[src/rtl/rtss_pkg.sv]
// ----------------------------------------------------------------------------
// rtss_pkg
// Shared types and constants of the record table: request and status codes,
// controller states, the stored record and the controller/datapath bundles.
// ----------------------------------------------------------------------------
package rtss_pkg;

    localparam int CAPACITY_DEF = 64;
    localparam int ID_W         = 31;
    localparam int YEAR_W       = 16;
    localparam int POS_W        = 7;
    localparam int CNT_OUT_W    = 7;

    typedef enum logic [1:0] {
        REQ_APPEND = 2'd0,
        REQ_SEARCH = 2'd1,
        REQ_SORT   = 2'd2,
        REQ_LIST   = 2'd3
    } req_t;

    typedef enum logic [1:0] {
        ST_OK        = 2'd0,
        ST_FULL      = 2'd1,
        ST_NOT_FOUND = 2'd2,
        ST_EMPTY     = 2'd3
    } status_t;

    typedef enum logic [3:0] {
        S_IDLE,
        S_DISPATCH,
        S_SRCH,
        S_FOUND,
        S_SORT_FILL,
        S_SORT_STEP,
        S_SORT_END,
        S_LIST,
        S_EMIT
    } state_t;

    // read address select
    typedef enum logic [1:0] {
        RSEL_ZERO,
        RSEL_IDX,
        RSEL_IDX1,
        RSEL_IDX2
    } rsel_t;

    typedef struct packed {
        logic [ID_W-1:0]   id;
        logic [YEAR_W-1:0] year;
    } rec_t;

    typedef struct packed {
        logic    latch_in;
        logic    idx_clr;
        logic    idx_inc;
        rsel_t   rsel;
        logic    wr_append;
        logic    wr_sort;
        logic    wr_end;
        logic    carry_load;
        logic    lim_init;
        logic    lim_dec;
        logic    st_load;
        status_t st_val;
        logic    out_rec;
        logic    rec_last;
        logic    out_stat;
    } cmd_t;

    typedef struct packed {
        req_t req;
        logic cnt_zero;
        logic cnt_lt2;
        logic cnt_full;
        logic hit;
        logic idx_at_end;
        logic step_end;
        logic lim_last;
        logic out_free;
    } sts_t;

endpackage

[src/rtl/rtss_ctrl.sv]
// ----------------------------------------------------------------------------
// rtss_ctrl
// Request sequencer: dispatches append, search, sort and list, and steps the
// datapath through table walks and bubble sort passes.
// ----------------------------------------------------------------------------
module rtss_ctrl
    import rtss_pkg::*;
(
    input  logic clk,
    input  logic rst_n,
    input  logic in_valid,
    output logic in_ready,
    input  sts_t sts,
    output cmd_t cmd
);

    state_t state_reg;
    state_t state_next;

    always_ff @(posedge clk or negedge rst_n)
    begin
        if (!rst_n)
        begin
            state_reg <= S_IDLE;
        end
        else
        begin
            state_reg <= state_next;
        end
    end

    always_comb
    begin
        state_next = state_reg;
        case (state_reg)
            S_IDLE:
            begin
                if (in_valid)
                begin
                    state_next = S_DISPATCH;
                end
            end
            S_DISPATCH:
            begin
                case (sts.req)
                    REQ_APPEND: state_next = S_EMIT;
                    REQ_SEARCH: state_next = sts.cnt_zero ? S_EMIT : S_SRCH;
                    REQ_SORT:   state_next = sts.cnt_lt2 ? S_EMIT : S_SORT_FILL;
                    REQ_LIST:   state_next = sts.cnt_zero ? S_EMIT : S_LIST;
                    default:    state_next = S_EMIT;
                endcase
            end
            S_SRCH:
            begin
                if (sts.hit)
                begin
                    state_next = S_FOUND;
                end
                else if (sts.idx_at_end)
                begin
                    state_next = S_EMIT;
                end
            end
            S_FOUND:
            begin
                if (sts.out_free)
                begin
                    state_next = S_IDLE;
                end
            end
            S_SORT_FILL:
            begin
                state_next = S_SORT_STEP;
            end
            S_SORT_STEP:
            begin
                if (sts.step_end)
                begin
                    state_next = S_SORT_END;
                end
            end
            S_SORT_END:
            begin
                state_next = sts.lim_last ? S_EMIT : S_SORT_FILL;
            end
            S_LIST:
            begin
                if (sts.out_free && sts.idx_at_end)
                begin
                    state_next = S_IDLE;
                end
            end
            S_EMIT:
            begin
                if (sts.out_free)
                begin
                    state_next = S_IDLE;
                end
            end
            default:
            begin
                state_next = S_IDLE;
            end
        endcase
    end

    always_comb
    begin
        cmd      = '0;
        cmd.rsel = RSEL_IDX;
        in_ready = 1'b0;
        case (state_reg)
            S_IDLE:
            begin
                in_ready = 1'b1;
                if (in_valid)
                begin
                    cmd.latch_in = 1'b1;
                    cmd.idx_clr  = 1'b1;
                end
            end
            S_DISPATCH:
            begin
                case (sts.req)
                    REQ_APPEND:
                    begin
                        cmd.st_load = 1'b1;
                        if (sts.cnt_full)
                        begin
                            cmd.st_val = ST_FULL;
                        end
                        else
                        begin
                            cmd.wr_append = 1'b1;
                            cmd.st_val    = ST_OK;
                        end
                    end
                    REQ_SEARCH:
                    begin
                        if (sts.cnt_zero)
                        begin
                            cmd.st_load = 1'b1;
                            cmd.st_val  = ST_NOT_FOUND;
                        end
                    end
                    REQ_SORT:
                    begin
                        if (sts.cnt_lt2)
                        begin
                            cmd.st_load = 1'b1;
                            cmd.st_val  = ST_OK;
                        end
                        else
                        begin
                            cmd.lim_init = 1'b1;
                        end
                    end
                    REQ_LIST:
                    begin
                        if (sts.cnt_zero)
                        begin
                            cmd.st_load = 1'b1;
                            cmd.st_val  = ST_EMPTY;
                        end
                    end
                    default:
                    begin
                        cmd.st_load = 1'b1;
                        cmd.st_val  = ST_OK;
                    end
                endcase
            end
            S_SRCH:
            begin
                if (!sts.hit)
                begin
                    if (sts.idx_at_end)
                    begin
                        cmd.st_load = 1'b1;
                        cmd.st_val  = ST_NOT_FOUND;
                    end
                    else
                    begin
                        cmd.idx_inc = 1'b1;
                        cmd.rsel    = RSEL_IDX1;
                    end
                end
            end
            S_FOUND:
            begin
                // hold the read address so the hit record stays in the read register
                if (sts.out_free)
                begin
                    cmd.out_rec  = 1'b1;
                    cmd.rec_last = 1'b1;
                end
            end
            S_SORT_FILL:
            begin
                cmd.carry_load = 1'b1;
                cmd.rsel       = RSEL_IDX1;
            end
            S_SORT_STEP:
            begin
                cmd.wr_sort = 1'b1;
                cmd.rsel    = RSEL_IDX2;
                if (!sts.step_end)
                begin
                    cmd.idx_inc = 1'b1;
                end
            end
            S_SORT_END:
            begin
                cmd.wr_end  = 1'b1;
                cmd.lim_dec = 1'b1;
                cmd.idx_clr = 1'b1;
                cmd.rsel    = RSEL_ZERO;
                if (sts.lim_last)
                begin
                    cmd.st_load = 1'b1;
                    cmd.st_val  = ST_OK;
                end
            end
            S_LIST:
            begin
                if (sts.out_free)
                begin
                    cmd.out_rec  = 1'b1;
                    cmd.rec_last = sts.idx_at_end;
                    cmd.rsel     = RSEL_IDX1;
                    if (!sts.idx_at_end)
                    begin
                        cmd.idx_inc = 1'b1;
                    end
                end
            end
            S_EMIT:
            begin
                if (sts.out_free)
                begin
                    cmd.out_stat = 1'b1;
                end
            end
            default:
            begin
                cmd.rsel = RSEL_IDX;
            end
        endcase
    end

    a_out_into_free_slot: assert property (@(posedge clk) disable iff (!rst_n)
        (cmd.out_rec || cmd.out_stat) |-> sts.out_free)
        else $error("result loaded while output register is occupied");

    a_final_result_ends_item: assert property (@(posedge clk) disable iff (!rst_n)
        ((cmd.out_rec && cmd.rec_last) || cmd.out_stat) |=> state_reg == S_IDLE)
        else $error("final result not followed by return to idle");

    a_one_write_source: assert property (@(posedge clk) disable iff (!rst_n)
        $countones({cmd.wr_append, cmd.wr_sort, cmd.wr_end}) <= 1)
        else $error("more than one table write source in a cycle");

endmodule

[src/rtl/rtss_datapath.sv]
// ----------------------------------------------------------------------------
// rtss_datapath
// Record memory with one write and one registered read port, count, walk
// index, sort pass limit and carry record, and the output register.
// ----------------------------------------------------------------------------
module rtss_datapath
    import rtss_pkg::*;
#(
    parameter int CAPACITY = CAPACITY_DEF
)
(
    input  logic                 clk,
    input  logic                 rst_n,
    input  cmd_t                 cmd,
    output sts_t                 sts,
    input  logic [1:0]           req_type,
    input  logic [ID_W-1:0]      student_id,
    input  logic [YEAR_W-1:0]    entry_year,
    output logic                 out_valid,
    input  logic                 out_ready,
    output logic [1:0]           status,
    output logic [POS_W-1:0]     position,
    output logic [ID_W-1:0]      found_id,
    output logic [YEAR_W-1:0]    found_year,
    output logic [CNT_OUT_W-1:0] record_count,
    output logic                 last
);

    localparam int AW = $clog2(CAPACITY);
    localparam int CW = $clog2(CAPACITY + 1);

    rec_t mem [CAPACITY];
    rec_t rdata_reg;
    logic [AW-1:0] raddr;
    logic [AW-1:0] waddr;
    rec_t wdata;
    logic wen;

    req_t              req_reg;
    logic [ID_W-1:0]   key_reg;
    logic [YEAR_W-1:0] year_reg;
    status_t           st_reg;
    rec_t              carry_reg;

    logic [AW-1:0] idx_reg;
    logic [CW-1:0] count_reg;
    logic [CW-1:0] lim_reg;
    logic          keep_carry;

    logic                 out_valid_reg;
    status_t              out_status_reg;
    logic [POS_W-1:0]     out_pos_reg;
    logic [ID_W-1:0]      out_id_reg;
    logic [YEAR_W-1:0]    out_year_reg;
    logic [CNT_OUT_W-1:0] out_cnt_reg;
    logic                 out_last_reg;

    // carry holds the larger year; ties move the carry down to keep order
    assign keep_carry = carry_reg.year > rdata_reg.year;

    always_comb
    begin
        case (cmd.rsel)
            RSEL_ZERO: raddr = '0;
            RSEL_IDX:  raddr = idx_reg;
            RSEL_IDX1: raddr = idx_reg + AW'(1);
            RSEL_IDX2: raddr = idx_reg + AW'(2);
            default:   raddr = idx_reg;
        endcase
    end

    always_comb
    begin
        wen = cmd.wr_append || cmd.wr_sort || cmd.wr_end;
        if (cmd.wr_append)
        begin
            waddr = AW'(count_reg);
            wdata = '{id: key_reg, year: year_reg};
        end
        else if (cmd.wr_sort)
        begin
            waddr = idx_reg;
            wdata = keep_carry ? rdata_reg : carry_reg;
        end
        else
        begin
            waddr = AW'(lim_reg - CW'(1));
            wdata = carry_reg;
        end
    end

    always_ff @(posedge clk)
    begin
        if (wen)
        begin
            mem[waddr] <= wdata;
        end
        rdata_reg <= mem[raddr];
    end

    always_ff @(posedge clk)
    begin
        if (cmd.latch_in)
        begin
            req_reg  <= req_t'(req_type);
            key_reg  <= student_id;
            year_reg <= entry_year;
        end
        if (cmd.st_load)
        begin
            st_reg <= cmd.st_val;
        end
        if (cmd.carry_load)
        begin
            carry_reg <= rdata_reg;
        end
        else if (cmd.wr_sort && !keep_carry)
        begin
            carry_reg <= rdata_reg;
        end
    end

    always_ff @(posedge clk or negedge rst_n)
    begin
        if (!rst_n)
        begin
            idx_reg   <= '0;
            count_reg <= '0;
            lim_reg   <= '0;
        end
        else
        begin
            if (cmd.idx_clr)
            begin
                idx_reg <= '0;
            end
            else if (cmd.idx_inc)
            begin
                idx_reg <= idx_reg + AW'(1);
            end
            if (cmd.wr_append)
            begin
                count_reg <= count_reg + CW'(1);
            end
            if (cmd.lim_init)
            begin
                lim_reg <= count_reg;
            end
            else if (cmd.lim_dec)
            begin
                lim_reg <= lim_reg - CW'(1);
            end
        end
    end

    always_ff @(posedge clk or negedge rst_n)
    begin
        if (!rst_n)
        begin
            out_valid_reg <= 1'b0;
        end
        else if (cmd.out_rec || cmd.out_stat)
        begin
            out_valid_reg <= 1'b1;
        end
        else if (out_ready)
        begin
            out_valid_reg <= 1'b0;
        end
    end

    always_ff @(posedge clk)
    begin
        if (cmd.out_rec)
        begin
            out_status_reg <= ST_OK;
            out_pos_reg    <= POS_W'(idx_reg) + POS_W'(1);
            out_id_reg     <= rdata_reg.id;
            out_year_reg   <= rdata_reg.year;
            out_cnt_reg    <= CNT_OUT_W'(count_reg);
            out_last_reg   <= cmd.rec_last;
        end
        else if (cmd.out_stat)
        begin
            out_status_reg <= st_reg;
            out_pos_reg    <= '0;
            out_id_reg     <= '0;
            out_year_reg   <= '0;
            out_cnt_reg    <= CNT_OUT_W'(count_reg);
            out_last_reg   <= 1'b1;
        end
    end

    assign out_valid    = out_valid_reg;
    assign status       = out_status_reg;
    assign position     = out_pos_reg;
    assign found_id     = out_id_reg;
    assign found_year   = out_year_reg;
    assign record_count = out_cnt_reg;
    assign last         = out_last_reg;

    always_comb
    begin
        sts.req        = req_reg;
        sts.cnt_zero   = count_reg == '0;
        sts.cnt_lt2    = count_reg < CW'(2);
        sts.cnt_full   = count_reg == CW'(CAPACITY);
        sts.hit        = rdata_reg.id == key_reg;
        sts.idx_at_end = (CW'(idx_reg) + CW'(1)) == count_reg;
        sts.step_end   = (CW'(idx_reg) + CW'(2)) == lim_reg;
        sts.lim_last   = lim_reg == CW'(2);
        sts.out_free   = !out_valid_reg || out_ready;
    end

    a_count_bounded: assert property (@(posedge clk) disable iff (!rst_n)
        count_reg <= CW'(CAPACITY))
        else $error("record count above capacity");

    a_append_has_room: assert property (@(posedge clk) disable iff (!rst_n)
        cmd.wr_append |-> !sts.cnt_full)
        else $error("append write into a full table");

    a_sort_step_in_pass: assert property (@(posedge clk) disable iff (!rst_n)
        cmd.wr_sort |-> (CW'(idx_reg) + CW'(2)) <= lim_reg)
        else $error("sort step beyond the current pass");

endmodule

[src/rtl/record_table_search_sort.sv]
// ----------------------------------------------------------------------------
// record_table_search_sort
// Append writes the new record at the count; search reads the records in order until a hit.
// Sort runs bubble sort passes over n >= 2 records, one
// compare and write per cycle through the record memory's read and write port.
// List gives one record per cycle when the consumer takes each result.
// One item at a time; the next is taken once the final result is registered.
// Reset clears the count, index, pass limit and output valid; the memory is not cleared and needs no pass.
// ----------------------------------------------------------------------------
module record_table_search_sort
    import rtss_pkg::*;
#(
    parameter int CAPACITY = CAPACITY_DEF
)
(
    input  logic                 clk,
    input  logic                 rst_n,
    input  logic                 in_valid,
    output logic                 in_ready,
    input  logic [1:0]           req_type,
    input  logic [ID_W-1:0]      student_id,
    input  logic [YEAR_W-1:0]    entry_year,
    output logic                 out_valid,
    input  logic                 out_ready,
    output logic [1:0]           status,
    output logic [POS_W-1:0]     position,
    output logic [ID_W-1:0]      found_id,
    output logic [YEAR_W-1:0]    found_year,
    output logic [CNT_OUT_W-1:0] record_count,
    output logic                 last
);

    cmd_t cmd;
    sts_t sts;

    rtss_ctrl u_ctrl (
        .clk      (clk),
        .rst_n    (rst_n),
        .in_valid (in_valid),
        .in_ready (in_ready),
        .sts      (sts),
        .cmd      (cmd)
    );

    rtss_datapath #(
        .CAPACITY (CAPACITY)
    ) u_datapath (
        .clk          (clk),
        .rst_n        (rst_n),
        .cmd          (cmd),
        .sts          (sts),
        .req_type     (req_type),
        .student_id   (student_id),
        .entry_year   (entry_year),
        .out_valid    (out_valid),
        .out_ready    (out_ready),
        .status       (status),
        .position     (position),
        .found_id     (found_id),
        .found_year   (found_year),
        .record_count (record_count),
        .last         (last)
    );

endmodule
[config.mk]
export PLATFORM = sky130hd
export DESIGN_NAME = record_table_search_sort
export DESIGN_NICKNAME = d
export VERILOG_FILES = /design/src/rtl/rtss_pkg.sv /design/src/rtl/rtss_ctrl.sv /design/src/rtl/rtss_datapath.sv /design/src/rtl/record_table_search_sort.sv
export SDC_FILE = /design/constraint.sdc
export NUM_CORES = 2
export LEC_CHECK = 0
export ABC_CLOCK_PERIOD_IN_PS = 9100
export BUFFER_PORTS_ARGS = -buffer_cell sky130_fd_sc_hd__clkbuf_2
export CORE_MARGIN = 5
export CORE_UTILIZATION = 60
export CTS_CLUSTER_SIZE = 30
export DETAILED_ROUTE_END_ITERATION = 16
export PLACE_DENSITY = 0.76
export SETUP_SLACK_MARGIN = 0.1
export SYNTH_ARGS = -nofsm -noshare
export SYNTH_HDL_FRONTEND = slang
export SYNTH_SLANG_ARGS = --single-unit
[constraint.sdc]
create_clock -name clk -period 9.1 [get_ports clk]
set_clock_uncertainty 0.15 [all_clocks]
set_input_delay 0.455 -clock clk [delete_from_list [all_inputs] [get_ports clk]]
set_output_delay 0.455 -clock clk [all_outputs]
set_load 0.02 [all_outputs]
==> out/results.md <==
| Parameter | Reported | Unit |
|:---|:---|:---|
| Total half-perimeter wirelength after legalization and detailed placement | 176 | mm |
| Total routing usage reported by global routing | 33.2 | % |
| Layout net count | 6032 | - |
| Inserted Clock Buffers | 323 | - |
| Clock Root Buffer | sky130_fd_sc_hd__clkbuf_16 | - |
| Status | finished with violations | - |
| Area after DPL | 129000 | sq um |
| Internal power contribution | 36.1 | mW |
| Sw Share | 32.9 | % |
| Relative contribution of combinational cells to total power | 35.2 | % |
| Period utilization | 74.8 | % |
| Largest buffer count on any clock path | 4 | - |
| Share of Yosys cell area claimed by the top area cell type | 77.1 | % |
| Crit path time final | 6.81 | ns |
| Worst-case hold slack | 0.0791 | ns |
| Number of standard-cell rows in the floorplan | 166 | - |
| Clock latency reported for the late side of the worst-skew pair | 0.96 | ns |
| Antenna Nets Post-Route | 0 | - |
| TritonCTS clock tree | built | - |
| H-tree depth reported by CTS | 5 | - |
| Commonest cells after routing, fill and taps aside | 3168 x sky130_fd_sc_hd__edfxtp_1, 705 x sky130_fd_sc_hd__mux4_2, 374 x sky130_fd_sc_hd__a22oi_1, 329 x sky130_fd_sc_hd__clkbuf_16, 210 x sky130_fd_sc_hd__a21oi_1 | - |
| Timing-limited maximum frequency | 147 | MHz |
| Number of flip-flops under the largest register name | 3008 | - |
| Clk pin slew, worst setup/hold paths | 0.06 | ns |
| Most common cell after layout, fill and taps aside | sky130_fd_sc_hd__edfxtp_1 | - |
| Setup CP Type | reg -> reg | - |
| Total negative slack | 0 | ns |
| Number of warnings reported in the yosys synthesis log | 0 | - |
| Number of enable flip-flop cells after synthesis | 3168 | - |
| Final hold violations | 0 | - |
| Post-CTS Setup Inserts | 0 | - |
| Endpoint arrival time on the critical path | 7.47 | ns |
| Avg WL per Cell | 40.4 | um |
| Netlist cell types | 57 | - |
| Port buffer count | 118 | - |
| VDD IR-drop max | 0.583 | mV |
| Slew @ Worst Pin | 1.51 | ns |
| Sequential Power Share | 40.8 | % |
| Register-to-Register Path Depth | 13 | - |
| Cell type contributing the most total cell area after synthesis | sky130_fd_sc_hd__edfxtp_1 | - |
| Max incr delay on CP | 0.67 | ns |
| Final slew viol count | 19 | - |
| Sort of element at the start of the critical path | register | - |
| Clock Sink Count | 3242 | - |
| Number of violations of the max-capacitance limit | 1 | - |
| Number of placed instances, taps included | 8258 | - |
| Final core utilization | 68.3 | % |
| Flip-flop and latch count after synthesis | 3242 | - |
| Smallest setup slack after layout | 2.29 | ns |
| Number of standard cells in the layout, taps in and fillers out | 8878 | - |
| Critical path, cell by cell | xnor2_1, nand4_1, nor4_1, nand4_1, a31o_4, and2_1, mux2i_4, buf_12, buf_12, mux4_2, a22oi_1, a21oi_1, or4_1 | - |
| Final number of setup-violating endpoints | 0 | - |
| Final GP Congestion | 0.894 | - |
| I/O pin cnt | 119 | - |
| Antenna violations before repair | 15 | - |
| Pin count of the biggest net entering global routing | 109 | - |
| Remaining DRCs | 0 | - |
| Gr ovfl total | 0 | - |
| Top area cells in the synthesized netlist | sky130_fd_sc_hd__edfxtp_1 77%, sky130_fd_sc_hd__mux4_2 13%, sky130_fd_sc_hd__a22oi_1 2.3% | - |
| Number of vias per cell after detailed routing | 7.42 | - |
| Type of destination of the critical path | register | - |
| Slowest CP cell | sky130_fd_sc_hd__nand4_1 | - |
| Dominant synthesized flop cell | sky130_fd_sc_hd__edfxtp_1 | - |
| Instance count of the mapped netlist | 5569 | - |
| Worst endpoint required time | 9.76 | ns |
| Share of post-route cells with drive strength above 1 | 26.1 | % |
| Violations in the final reports | max-capacitance violations, max-slew violations | - |
| Switching pwr | 17.7 | mW |
| Via Count | 65848 | - |
| X dimension of the die | 464 | um |
| Number of cells on the worst hold path | 2 | - |
| Number of global-route vias before repair | 65119 | - |
| Unrepaired setup endpoints after global routing | no | - |
| Area delta synth->final | 13.3 | % |
| Lkg Pwr | 43.9 | nW |
| Avg Synthesized Cell Area | 22.2 | sq um |
| Clock network power share | 24.0 | % |
| Worst Setup SP | u_datapath.rdata_reg[21]$_DFF_P_ | - |
| Wire length of the first global-routing pass | 499 | mm |
| Total core area | 205000 | sq um |
| Pre-CTS WS | 2.43 | ns |
| Die Height | 464 | um |
| Drt pass-1 iters | 8 | - |
| Buffers & Inverters on Critical Path | 2 | - |
| Highest net fanout along the worst path | 86 | - |
| Summed instance area of the synthesized netlist | 123000 | sq um |
| Total Die Area | 215000 | sq um |
| Worst slew margin | -1.02 | % |
| Cell Pwr Density | 385 | nW/um^2 |
| Register area share after synthesis | 78.4 | % |
| Worst min path class | in -> reg | - |
| Post-route cell area | 140000 | sq um |
| Total power draw | 53.9 | mW |
| Cell type group with the largest total delay on the critical path | simple AND/OR/NAND/NOR gates | - |
| Stages on the worst setup path | 13 | - |
| DRT Wirelength | 358 | mm |
| Drt first-iter violations | 12352 | - |
| Initial core utilization | 60.3 | % |
| Syn nets | 5644 | - |
| Hold_sp | student_id[3] | - |
| Origin of the critical flop-to-flop path | u_datapath.rdata_reg[21]$_DFF_P_ | - |
| Post-synthesis async set-or-reset flop share | 0.771 | % |
-- cell families after synthesis --
kind of cell | Yosys count | synth area share [%]
adder cells (fa/ha/maj) | 22 | 0.223
flip-flops | 3242 | 78.4
AND/OR/NAND/NOR | 393 | 1.57
buffers and inverters | 340 | 1.32
AO/OA/AOI/OAI | 706 | 3.79
XOR/XNOR | 58 | 0.412
multiplexers | 808 | 14.3
-- what timing repair did --
action | 4_1_cts | 5_1_grt
gates resized for setup | 0 | 0
endpoints found under the hold margin | 77 | 0
hold buffers | 54 | 0
-- synthesized netlist by cell type, types with 3 or more instances --
library cell,n
sky130_fd_sc_hd__a211oi_1,6
sky130_fd_sc_hd__a21o_1,5
sky130_fd_sc_hd__a21oi_1,210
sky130_fd_sc_hd__a221o_1,7
sky130_fd_sc_hd__a22oi_1,374
sky130_fd_sc_hd__a31o_2,3
sky130_fd_sc_hd__a41oi_1,3
sky130_fd_sc_hd__and2_1,40
sky130_fd_sc_hd__and3_1,4
sky130_fd_sc_hd__buf_1,15
sky130_fd_sc_hd__buf_2,137
sky130_fd_sc_hd__buf_4,10
sky130_fd_sc_hd__buf_6,20
sky130_fd_sc_hd__clkbuf_1,133
sky130_fd_sc_hd__dfrtp_1,25
sky130_fd_sc_hd__dfxtp_1,49
sky130_fd_sc_hd__edfxtp_1,3168
sky130_fd_sc_hd__ha_1,22
sky130_fd_sc_hd__inv_1,25
sky130_fd_sc_hd__mux2i_1,57
sky130_fd_sc_hd__mux4_1,46
sky130_fd_sc_hd__mux4_2,705
sky130_fd_sc_hd__nand2_1,92
sky130_fd_sc_hd__nand2b_1,7
sky130_fd_sc_hd__nand3_1,15
sky130_fd_sc_hd__nand4_1,15
sky130_fd_sc_hd__nor2_1,133
sky130_fd_sc_hd__nor2b_1,7
sky130_fd_sc_hd__nor3_1,12
sky130_fd_sc_hd__nor4_1,7
sky130_fd_sc_hd__o2111ai_1,4
sky130_fd_sc_hd__o211ai_1,3
sky130_fd_sc_hd__o21a_1,11
sky130_fd_sc_hd__o21ai_0,63
sky130_fd_sc_hd__or2_2,3
sky130_fd_sc_hd__or3_1,5
sky130_fd_sc_hd__or4_1,47
sky130_fd_sc_hd__xnor2_1,41
sky130_fd_sc_hd__xor2_1,17
-- worst paths after layout --
check                                                      endpoint  slack, ns
worst min-delay path                u_datapath.key_reg[3]$_DFFE_PP_       0.08
worst max register to register     u_datapath.rdata_reg[44]$_DFF_P_       2.29
max in group asynchronous       u_datapath.count_reg[1]$_DFFE_PN0P_       8.23
worst max-delay path               u_datapath.rdata_reg[44]$_DFF_P_       2.29
worst min register to register    u_datapath.carry_reg[9]$_DFFE_PP_       0.36
min in group asynchronous         u_datapath.lim_reg[3]$_DFFE_PN0P_       0.42
-- power by group through the flow --
stage / registers [mW] / logic (mW) / clock network, mW
2_1_floorplan: 22.5 / 12.7 / 0
4_1_cts: 22.0 / 18.7 / 12.9
6_report: 22.0 / 19.0 / 12.9
5_1_grt: 22.1 / 20.0 / 13.7
3_3_place_gp: 22.1 / 18.0 / 0
3_5_place_dp: 22.2 / 18.4 / 0
-- routing by layer --
metal  vias to the layer above  part of all wire (%)  track usage [%]
met5                         -                0.0075                0
met4                         4                   5.9             15.8
met3                      1176                    15             11.1
met2                      6493                    47             51.1
met1                     33762                    32             43.4
li1                      24413                     -                -
-- layout make-up --
cell class,count,area (sq um)
Multi-Input combinational cell,1987,26200
Inverter,25,93.8
Antenna cell,7,17.5
Clock inverter,147,1350
Clock buffer,404,8660
Timing Repair Buffer,378,3400
Sequential cell,3242,96700
Fill cell,11600,64800
Tap cell,2688,3360
(Power assumes the default switching activity.)
